## src/rtl/core/voice_slot_manager_macros.svh

```systemverilog
// Assertion macros shared by the voice slot manager RTL.
`ifndef VOICE_SLOT_MANAGER_MACROS_SVH
`define VOICE_SLOT_MANAGER_MACROS_SVH

// Same-cycle implication, checked on the rising clock edge outside reset.
`define VSM_ASSERT_IMPL(lbl, ante, cons, msg) \
	lbl: assert property (@(posedge clk) disable iff (!arst_n) (ante) |-> (cons)) \
		else $error(msg);

// Next-cycle implication, checked on the rising clock edge outside reset.
`define VSM_ASSERT_NEXT(lbl, ante, cons, msg) \
	lbl: assert property (@(posedge clk) disable iff (!arst_n) (ante) |=> (cons)) \
		else $error(msg);

`endif

```

## src/rtl/core/vsm_pkg.sv

```systemverilog
// Types, constants and codes shared by the voice slot manager modules.
package vsm_pkg;

	localparam int SLOTS      = 16;
	localparam int FRAME_BITS = 24;
	localparam int SLOT_W     = (SLOTS > 1) ? $clog2(SLOTS) : 1;
	localparam int MASK_SLOTS = 16;
	localparam int COUNT_W    = 5;
	localparam int LEN_IN_W   = 24;

	typedef enum logic [2:0] {
		ACT_START   = 3'd0,
		ACT_RELEASE = 3'd1,
		ACT_PAUSE   = 3'd2,
		ACT_RESUME  = 3'd3,
		ACT_TICK    = 3'd4,
		ACT_QUERY   = 3'd5
	} action_t;

	typedef enum logic [1:0] {
		ST_IDLE,
		ST_OP,
		ST_TICK,
		ST_FINISH
	} state_t;

	typedef struct packed {
		logic                  active;
		logic                  user_rel;
		logic                  player_rel;
		logic                  loops;
		logic [FRAME_BITS-1:0] length;
		logic [FRAME_BITS-1:0] position;
	} slot_entry_t;

	localparam slot_entry_t ENTRY_RESET = '{
		active:     1'b0,
		user_rel:   1'b1,
		player_rel: 1'b1,
		loops:      1'b0,
		length:     '0,
		position:   '0
	};

	typedef struct packed {
		logic [SLOT_W-1:0] raddr;
		logic              we;
		logic [SLOT_W-1:0] waddr;
		slot_entry_t       wdata;
	} ram_req_t;

	typedef struct packed {
		logic                  push;
		logic                  accepted;
		logic [3:0]            granted;
		logic [COUNT_W-1:0]    count;
		logic [MASK_SLOTS-1:0] mask;
		logic                  done;
	} ctrl_res_t;

endpackage

```

## src/rtl/core/voice_slot_manager.sv

```systemverilog
// Top level of the voice slot manager: sequencer, slot memory and result register.
//
// Keeps a table of 16 voice slots in a slot memory with one read port and one
// write port. For start, release, pause, resume and query the slot entry is read
// at the accepting edge, the ST_OP state modifies and writes it back and the
// ST_FINISH state hands the result over to the output register. A frame tick
// walks the slots one per cycle through the same memory. The next item is
// accepted in the cycle after the previous result is registered, so no item is
// taken while another is in work, while that result may still wait on the output
// side; a result held there stalls the hand-over of the next one. Per-entry
// valid bits give the reset state at once; no clearing pass follows reset.
`include "voice_slot_manager_macros.svh"

module voice_slot_manager (
	input  logic                          clk,
	input  logic                          arst_n,
	input  logic                          in_valid,
	output logic                          in_stall,
	input  logic [2:0]                    action,
	input  logic [3:0]                    slot,
	input  logic [vsm_pkg::LEN_IN_W-1:0]  sound_length,
	input  logic                          loop_enable,
	input  logic                          release_now,
	output logic                          out_valid,
	input  logic                          out_stall,
	output logic                          accepted,
	output logic [3:0]                    granted_slot,
	output logic [vsm_pkg::COUNT_W-1:0]   active_count,
	output logic [vsm_pkg::MASK_SLOTS-1:0] finished_mask,
	output logic                          done_res
);
	import vsm_pkg::*;

	ram_req_t    ram_req;
	slot_entry_t rd_data;
	ctrl_res_t   ctrl_res;
	logic        out_ready;
	logic        out_valid_q;

	vsm_slot_ram u_ram (
		.clk     (clk),
		.arst_n  (arst_n),
		.req     (ram_req),
		.rd_data (rd_data)
	);

	vsm_ctrl u_ctrl (
		.clk          (clk),
		.arst_n       (arst_n),
		.in_valid     (in_valid),
		.in_stall     (in_stall),
		.action       (action),
		.slot         (slot),
		.sound_length (sound_length),
		.loop_enable  (loop_enable),
		.release_now  (release_now),
		.rd_data      (rd_data),
		.ram_req      (ram_req),
		.out_ready    (out_ready),
		.res          (ctrl_res)
	);

	assign out_ready = !out_valid_q || !out_stall;

	always_ff @(posedge clk or negedge arst_n) begin
		if (!arst_n) begin
			out_valid_q <= 1'b0;
		end else if (ctrl_res.push) begin
			out_valid_q <= 1'b1;
		end else if (!out_stall) begin
			out_valid_q <= 1'b0;
		end
	end

	always_ff @(posedge clk) begin
		if (ctrl_res.push) begin
			accepted      <= ctrl_res.accepted;
			granted_slot  <= ctrl_res.granted;
			active_count  <= ctrl_res.count;
			finished_mask <= ctrl_res.mask;
			done_res      <= ctrl_res.done;
		end
	end

	assign out_valid = out_valid_q;

	`VSM_ASSERT_IMPL(a_push_room, ctrl_res.push, !out_valid_q || !out_stall, "result pushed over a held result")
	`VSM_ASSERT_NEXT(a_busy_after_accept, in_valid && !in_stall, in_stall, "item accepted while another is in work")
	`VSM_ASSERT_NEXT(a_push_shows, ctrl_res.push, out_valid_q, "pushed result not presented")
	`VSM_ASSERT_IMPL(a_done_alone, out_valid_q && done_res, active_count == '0 && finished_mask == '0, "query result carries tick fields")

endmodule

```

## src/rtl/core/vsm_slot_ram.sv

```systemverilog
// Slot state memory: one write port, one registered read port, per-entry valid bits.
module vsm_slot_ram (
	input  logic                 clk,
	input  logic                 arst_n,
	input  vsm_pkg::ram_req_t    req,
	output vsm_pkg::slot_entry_t rd_data
);
	import vsm_pkg::*;

	slot_entry_t             mem [SLOTS];
	logic        [SLOTS-1:0] valid_q;
	slot_entry_t             rd_q;
	logic                    rd_valid_q;

	always_ff @(posedge clk) begin
		if (req.we) begin
			mem[req.waddr] <= req.wdata;
		end
		rd_q <= mem[req.raddr];
	end

	// Entries never written read back as the reset slot state.
	always_ff @(posedge clk or negedge arst_n) begin
		if (!arst_n) begin
			valid_q    <= '0;
			rd_valid_q <= 1'b0;
		end else begin
			if (req.we) begin
				valid_q[req.waddr] <= 1'b1;
			end
			rd_valid_q <= valid_q[req.raddr];
		end
	end

	assign rd_data = rd_valid_q ? rd_q : ENTRY_RESET;

endmodule

```

## src/rtl/core/vsm_ctrl.sv

```systemverilog
// Sequencer: decodes an item, reads, modifies and writes back slot entries.
module vsm_ctrl (
	input  logic                          clk,
	input  logic                          arst_n,
	input  logic                          in_valid,
	output logic                          in_stall,
	input  logic [2:0]                    action,
	input  logic [3:0]                    slot,
	input  logic [vsm_pkg::LEN_IN_W-1:0]  sound_length,
	input  logic                          loop_enable,
	input  logic                          release_now,
	input  vsm_pkg::slot_entry_t          rd_data,
	output vsm_pkg::ram_req_t             ram_req,
	input  logic                          out_ready,
	output vsm_pkg::ctrl_res_t            res
);
	import vsm_pkg::*;

	state_t                  state_q, state_d;
	action_t                 act_q, act_d;
	logic [3:0]              slot_q, slot_d;
	logic [FRAME_BITS-1:0]   len_q, len_d;
	logic                    loop_q, loop_d;
	logic                    now_q, now_d;
	logic [SLOT_W-1:0]       cnt_q, cnt_d;
	logic [COUNT_W-1:0]      count_q, count_d;
	logic [MASK_SLOTS-1:0]   mask_q, mask_d;
	logic                    acc_q, acc_d;
	logic [3:0]              gnt_q, gnt_d;
	logic                    done_q, done_d;
	logic [SLOTS-1:0]        free_q, free_d;

	logic                    found;
	logic [SLOT_W-1:0]       first_free;
	logic                    slot_ok;
	logic [SLOT_W-1:0]       slot_idx;
	logic                    slot_busy;
	logic [FRAME_BITS-1:0]   pos_inc;
	logic                    fin;
	logic                    playing;
	slot_entry_t             entry;

	// Lowest-numbered free slot.
	always_comb begin
		found      = 1'b0;
		first_free = '0;
		for (int i = SLOTS - 1; i >= 0; i--) begin
			if (free_q[i]) begin
				found      = 1'b1;
				first_free = SLOT_W'(i);
			end
		end
	end

	assign slot_ok   = (32'(slot_q) < SLOTS);
	assign slot_idx  = SLOT_W'(slot_q);
	assign slot_busy = !(rd_data.user_rel && rd_data.player_rel);
	assign pos_inc   = rd_data.position + FRAME_BITS'(1);

	always_comb begin
		state_d = state_q;
		act_d   = act_q;
		slot_d  = slot_q;
		len_d   = len_q;
		loop_d  = loop_q;
		now_d   = now_q;
		cnt_d   = cnt_q;
		count_d = count_q;
		mask_d  = mask_q;
		acc_d   = acc_q;
		gnt_d   = gnt_q;
		done_d  = done_q;
		free_d  = free_q;
		entry   = rd_data;
		fin     = 1'b0;
		playing = 1'b0;

		in_stall      = (state_q != ST_IDLE);
		ram_req.raddr = cnt_q + SLOT_W'(1);
		ram_req.we    = 1'b0;
		ram_req.waddr = cnt_q;
		ram_req.wdata = rd_data;
		res.push      = 1'b0;
		res.accepted  = acc_q;
		res.granted   = gnt_q;
		res.count     = (act_q == ACT_TICK) ? count_q : '0;
		res.mask      = (act_q == ACT_TICK) ? mask_q : '0;
		res.done      = done_q;

		case (state_q)
			ST_IDLE: begin
				ram_req.raddr = (action_t'(action) == ACT_TICK) ? '0 : SLOT_W'(slot);
				if (in_valid) begin
					act_d   = action_t'(action);
					slot_d  = slot;
					len_d   = FRAME_BITS'(sound_length);
					loop_d  = loop_enable;
					now_d   = release_now;
					acc_d   = 1'b1;
					gnt_d   = slot;
					count_d = '0;
					mask_d  = '0;
					done_d  = 1'b0;
					cnt_d   = '0;
					state_d = (action_t'(action) == ACT_TICK) ? ST_TICK : ST_OP;
				end
			end
			ST_OP: begin
				ram_req.waddr = slot_idx;
				case (act_q)
					ACT_START: begin
						if (found) begin
							entry.active     = 1'b1;
							entry.user_rel   = 1'b0;
							entry.player_rel = 1'b0;
							entry.loops      = loop_q;
							entry.length     = len_q;
							entry.position   = '0;
							ram_req.we       = 1'b1;
							ram_req.waddr    = first_free;
							gnt_d            = 4'(first_free);
						end else begin
							acc_d = 1'b0;
						end
					end
					ACT_RELEASE: begin
						if (slot_ok) begin
							entry.user_rel = 1'b1;
							if (now_q) begin
								entry.active = 1'b0;
							end
							ram_req.we = 1'b1;
						end
					end
					ACT_PAUSE: begin
						if (slot_ok && slot_busy) begin
							entry.active = 1'b0;
							ram_req.we   = 1'b1;
						end
					end
					ACT_RESUME: begin
						if (slot_ok && slot_busy) begin
							entry.active = 1'b1;
							ram_req.we   = 1'b1;
						end
					end
					ACT_QUERY: begin
						if (slot_ok) begin
							done_d = rd_data.player_rel;
						end
					end
					default: begin
					end
				endcase
				ram_req.wdata = entry;
				state_d       = ST_FINISH;
			end
			ST_TICK: begin
				if (rd_data.active) begin
					if (pos_inc >= rd_data.length) begin
						entry.position = '0;
						if (rd_data.loops) begin
							playing = 1'b1;
						end else begin
							entry.active     = 1'b0;
							entry.player_rel = 1'b1;
							fin              = 1'b1;
						end
					end else begin
						entry.position = pos_inc;
						playing        = 1'b1;
					end
				end else if (rd_data.user_rel && !rd_data.player_rel) begin
					entry.player_rel = 1'b1;
					fin              = 1'b1;
				end
				if (playing && (count_q != {COUNT_W{1'b1}})) begin
					count_d = count_q + COUNT_W'(1);
				end
				if (fin && (32'(cnt_q) < MASK_SLOTS)) begin
					mask_d = mask_q | (MASK_SLOTS'(1) << 4'(cnt_q));
				end
				ram_req.we    = 1'b1;
				ram_req.wdata = entry;
				if (cnt_q == SLOT_W'(SLOTS - 1)) begin
					state_d = ST_FINISH;
				end else begin
					cnt_d = cnt_q + SLOT_W'(1);
				end
			end
			ST_FINISH: begin
				// Hold until the output register can take the result.
				res.push = out_ready;
				if (out_ready) begin
					state_d = ST_IDLE;
				end
			end
			default: begin
				state_d = ST_IDLE;
			end
		endcase

		if (ram_req.we) begin
			free_d[ram_req.waddr] = ram_req.wdata.user_rel && ram_req.wdata.player_rel;
		end
	end

	always_ff @(posedge clk or negedge arst_n) begin
		if (!arst_n) begin
			state_q <= ST_IDLE;
			free_q  <= '1;
		end else begin
			state_q <= state_d;
			free_q  <= free_d;
		end
	end

	always_ff @(posedge clk) begin
		act_q   <= act_d;
		slot_q  <= slot_d;
		len_q   <= len_d;
		loop_q  <= loop_d;
		now_q   <= now_d;
		cnt_q   <= cnt_d;
		count_q <= count_d;
		mask_q  <= mask_d;
		acc_q   <= acc_d;
		gnt_q   <= gnt_d;
		done_q  <= done_d;
	end

endmodule
```

## config.mk

```make
export PLATFORM = sky130hd
export DESIGN_NAME = voice_slot_manager
export DESIGN_NICKNAME = d
export VERILOG_FILES = /design/src/rtl/core/vsm_pkg.sv /design/src/rtl/core/voice_slot_manager.sv /design/src/rtl/core/vsm_slot_ram.sv /design/src/rtl/core/vsm_ctrl.sv
export VERILOG_INCLUDE_DIRS = /design/src /design/src/rtl/core
export SDC_FILE = /design/constraint.sdc
export NUM_CORES = 1
export LEC_CHECK = 0
export ABC_AREA = 1
export CORE_MARGIN = 5
export CORE_UTILIZATION = 25
export DETAILED_ROUTE_END_ITERATION = 6
export DONT_BUFFER_PORTS = 1
export PLACE_DENSITY = 0.44
export SYNTH_ARGS = -nofsm -noshare
export SYNTH_HDL_FRONTEND = slang
export SYNTH_HIERARCHICAL = 1
export SYNTH_SLANG_ARGS = --single-unit
```

## constraint.sdc

```tcl
create_clock -name clk -period 11.58 [get_ports clk]
set_input_delay 0.579 -clock clk [delete_from_list [all_inputs] [get_ports clk]]
set_output_delay 0.579 -clock clk [all_outputs]
set_load 0.01 [all_outputs]
```

# Yosys cells after proc, flatten, opt, wreduce, memory -nomap -nowiden
# Memories as Yosys holds them, arrays and structs flattened. A register that Yosys moved wholly into a read port is not among the register bits.
# Cells that the tools add are included.
dict set report classes {
  bitwise 2
  eq_ne 22
  muxes 99
  magnitude_cmp 4
  shifts 1
  add_sub_neg 3
  reduce_logical 23
}
# cell count
set ops {}
lappend ops {{two-way mux 52 bit} 2}
lappend ops {{one-hot mux 52 bit (2 select lines)} 1}
lappend ops {{two-way mux 4 bit} 25}
lappend ops {{two-way mux 50 bit} 1}
lappend ops {{two-way mux 24 bit} 2}
lappend ops {{two-way mux 1 bit} 45}
lappend ops {{two-way mux 16 bit} 2}
lappend ops {{OR 16 bit} 2}
lappend ops {{one-hot mux 16 bit (2 select lines)} 1}
lappend ops {{adder 24 x 1 -> 24 bit (second input constant)} 1}
lappend ops {{greater-or-equal comparator 24 bit} 1}
lappend ops {{bitwise mux 16 bit} 1}
lappend ops {{one-hot mux 4 bit (2 select lines)} 2}
lappend ops {{<< shifter 1 x 4 -> 16 bit (first input constant)} 1}
lappend ops {{two-way mux 5 bit} 3}
lappend ops {{AND reduction 3 bit} 5}
lappend ops {{inequality test 2 x 1 -> 1 bit (second input constant)} 6}
lappend ops {{less-than comparator 4 x 5 -> 1 bit (second input constant)} 2}
lappend ops {{inequality test 2 bit (second input constant)} 5}
lappend ops {{one-hot mux 5 bit (2 select lines)} 1}
lappend ops {{== test 3 bit (second input constant)} 3}
lappend ops {{two-way mux 2 bit} 4}
lappend ops {{one-hot mux 1 bit (2 select lines)} 4}
lappend ops {{one-hot mux 2 bit (4 select lines)} 1}
lappend ops {{other kinds (22)} 33}
dict set report totals {
  elab_cells 176
  out_inout_bits 29
  ramBits 832
  in_bits 37
  regBits 127
  n_memories 1
}
# name depth word_bits read_ports rd_clocked_by_memory_dff wr line
set memory_table {}
lappend memory_table {u_ram.mem 16 52 1 1 1 vsm_slot_ram.sv:10} ;# slot_entry_t mem [SLOTS];

# Logic depth before layout (Yosys ltp)
dict set report logic_depth {
  depth_word 24
  ltp_mapped 34
  depth_no_buf 31
}

# Hierarchy
# Netlist, hierarchy kept.
# module cells_each n_inst area_each_um2 seq_area_each_um2
set by_module_without_submodules {}
lappend by_module_without_submodules {vsm_slot_ram 3620 1 37681.1 26450.4}
lappend by_module_without_submodules {vsm_ctrl 862 1 6358.6 2392.3}
lappend by_module_without_submodules {voice_slot_manager 31 1 852.1 835.8}

# Worst setup path before layout
# Ideal clock, no wire load.
dict set report synth_timing {
  path_kind {register -> register}
  start {reg u_ctrl.free_q[14]}
  end {mem u_ram/mem[0][0] (netlist bit) (enable)}
  period_less_slack_ps 4627
  path_stages_with_launch 23
  n_path_buf 1
  slack_ps 6953
  required_ps 11118
  arrival_time_ps 4165
  setup_time_ps 462
  cell_sequence {dfstp_2 inv_1 nand2_1 nand2_1 nand2_1 nand2_1 nand2_1 nand2_1 nand2_1 nand2_1 nand2_1 nand2_1 nand2_1 nand2_1 nand2_1 nand2_1 nand2_1 nand2_1 nand2_2 nand2_2 buf_4 nand3b_1 nor2_1}
}
# item line
set synth_rtl {}
lappend synth_rtl {{start: declaration} vsm_ctrl.sv:31} ;# logic [SLOTS-1:0] free_q, free_d;
lappend synth_rtl {{start signal: assignment} vsm_ctrl.sv:214} ;# free_q <= free_d;
lappend synth_rtl {{end: declaration} vsm_slot_ram.sv:10}

==> impl_metrics.yaml <==
floorplan:
  initial_core_util: 0.2513
  rows: 155
  die_w_um: 433.8
  io-pin-count: 66
  die_y_um: 433.8
  core_area_mm2: 0.1786
  die_area_mm2: 0.1881
worst_setup_path:
  critPathRequiredTime_ns: 11.91
  r2r_slack_ns: 5.87
  crit_top_cell: "nand2_1"
  cp.arrival_ns: 6.03
  critPathMaxStageDelay_ns: 0.93
  end_kind: "flip-flop"
  start_kind: "flip-flop"
  critPathKind: "reg -> reg"
  crit_chain: "buf_4 > nand2_1 > inv_1 > ha_1 > nand2_1 > nor2_1 > nand4_1 > nor4_1 > nand2_1 > xor2_1 > ha_1 > nand2_1 > nor2_1 > nand2_1 > inv_1 > nand2_1 > nand4_1 > inv_1 > nand2_1 > a21oi_1 > a21oi_1 > a21oi_1"
  worst_path_max_delay_cell: "a21oi_1"
  crit_fanout: 52
sta:
  hold_viol: 0
  maxSlewViolCount: 0
  rsz0062_at_grt: "no"
  final-setup-viol-count: 0
  tns_ns: 0
  period_minus_slack_ns: 5.706
  timing.slew.headroom: 0.1473
  worst_pin_slew_ns: 1.271
  skew_ns: 0.02525
  min_period_over_period: 0.4928
  whs_ns: 0.06804
  fmax_mhz: 175.3
power_and_ir_drop:
  cellPowerDensity_mw_per_mm2: 293.6
  power_uw: 15140
  p_leak_uw: 0.02167
  irDropWorstVdd_uv: 320.5
synthesis:
  synth_area_leaders: "edfxtp_1 62%, nand2_1 11%, nand3_1 7.9%"
  post_synth_instance_area_mm2: 0.04489
  synthTopCellsByCount: "1348 x nand2_1, 923 x edfxtp_1, 832 x inv_1"
  synth_cell_types: 44
  avgSynthCellArea_um2: 9.947
  synthArstFlopShare: 0.03561
  syn-num-nets: 4588
  ys.flop_type: "edfxtp_1"
  synth_edf_count: 923
  synth_top_area_cell: "edfxtp_1"
  yosysSeqAreaShare: 0.6611
  yosysMostFrequentCell: "nand2_1"
  synth_cells: 4513
  yosysTopAreaCellShare: 0.6174
  ys_seq_elements: 1011
  ys.warnings.count: 6
drt:
  antenna_left: 0
  wl_mm: 132.3
  wl_per_cell_um: 18.97
  drtIter0Drc: 1991
  via_per_inst: 4.333
  drc: 0
  first_pass_iters: 6
  num_vias: 30220
clock_network:
  clk_latency_ns: 0.72
  clock_path_buffers: 3
  cts_setup_buffers: 0
  h-tree-depth: 3
  cts_resized: 0
  cts_sinks: 1011
  root_buffer: "clkbuf_16"
  clk_pin_slew_ns: 0.06
  cts_tree: "yes"
  cts_made_buffers: 112
final_layout:
  finalNetCount: 4598
  drive_gt1_frac: 0.06818
  finalNonFillerCells: 6976
  area_growth_pct: 14.90
  post-route-util: 0.2888
  n_fill_cell: 18550
job:
  drv_cap: 0
global_route:
  grt_max_degree: 154
  grt_usage: 0.1380
  grt_pass1_vias: 28840
  antenna_found_initial: 3
  grt-ovfl-total: 0
  grt_pass1_wl_mm: 196.0
worst_hold_path:
  holdCritPathClass: "in -> reg"
placement:
  dp_hpwl_mm: 67.79
  gp_congestion: 0.8274
  io_buffers: 0
  dp.cells: 6728
status:
  status: "completed"
through the flow:
step,setup slack [ns],instance area [um2]
final,5.874,51580
after CTS,5.903,51570
after global routing,5.123,51580
after detailed placement,5.936,47610
after global placement,5.956,47610
after floorplan,6.953,44890
report_power, final:
part	total, uW	internal, uW	leakage, uW	switching [uW]
Clock	3490	2020	0.00177	1460
Combinational	6450	1580	0.0105	4870
Sequential	5210	5040	0.00935	163
Total	15100	8650	0.0217	6500
layout by cell type, fill, tap and decap left out, drive strengths merged, types with 3 or more instances in the layout:
master / synthesis / layout
dfxtp: 52 / 52
xor2: 16 / 16
nand3: 715 / 715
o21ai: 87 / 87
clkbuf: 59 / 162
dfrtp: 20 / 20
bufinv: 0 / 5
o22ai: 9 / 9
a22oi: 3 / 3
clkinv: 6 / 46
nor4: 4 / 4
a21oi: 64 / 64
edfxtp: 923 / 923
nand4: 32 / 32
dlygate4sd3: 0 / 35
o211ai: 5 / 5
dfstp: 16 / 16
ha: 38 / 38
nand2: 1354 / 1354
inv: 840 / 842
nor2: 94 / 94
nor3: 9 / 9
buf: 155 / 75
worst max-delay path: cells and delay by family (launching register included):
kind,cells,cell delay (ns)
AOI/OAI and AO/OA,3,1.13
xor gates and xnor gates,1,0.25
adders and majority gates,2,0.48
buffers and inverters,4,1.30
DFF,1,0.34
and+or+nand+nor,12,1.77
cell families (layout without fill, tap and decap cells):
kind of cell               Yosys count  after routing  synth area share
and+or+nand+nor                   2213           2213            0.2100
buffers and inverters             1060           1167           0.09365
DFF                               1011           1011            0.6611
AOI/OAI and AO/OA                  175            175           0.02152
adders and majority gates           38             38           0.01059
xor gates and xnor gates            16             16          0.003122
other                                0              1                 0
flip-flops by register name (all words and copies together) (netlist names), 5 cells and up:
register        cells
u_ram/mem         832
finished_mask      16
u_ctrl/mask_q      16
u_ram/valid_q      16
u_ram/rd_q         52
u_ctrl/free_q      16
active_count        5
u_ctrl/len_q       24
u_ctrl/count_q      5
path summary, 6_finish.rpt:
kind	start	end	depth (start not counted)
setup / recovery	u_ram/rd_valid_q	u_ram/mem[9][11]	22
hold / removal	slot[3]	u_ctrl/gnt_q[3]	2
setup reg to reg	u_ram/rd_valid_q	u_ram/mem[9][11]	22
hold reg to reg	u_ctrl/gnt_q[3]	granted_slot[3]	0
max in group asynchronous	arst_n	u_ctrl/free_q[3]	2
min in group asynchronous	arst_n	u_ram/valid_q[7]	2
metal layers:
layer	GRT usage	up-vias	part of all wire
met1	0.1947	14770	0.47
met3	0.01817	162	0.046
met4	0.03165	0	0.021
met2	0.2262	666	0.47
met5	0	-	0
li1	-	14620	-
layout make-up:
class | instances | area, um2 | area share
sequential | 1011 | 29680 | 0.5754
timing repair buffer | 110 | 988.4 | 0.01916
clock inverter | 49 | 384.1 | 0.007447
tap | 2355 | 2947 | 0.05712
antenna | 1 | 2.502 | 0.00004851
inverter | 846 | 3198 | 0.06200
clock buffer | 162 | 3206 | 0.06215
multi-input combinational | 2442 | 11180 | 0.2167
what timing repair did:
item                       4_1_cts  5_1_grt
setup endpoints to repair        0        0
hold buffers                    36        0
hold endpoints to repair        70        0
Power figures use the tool's default switching activity.
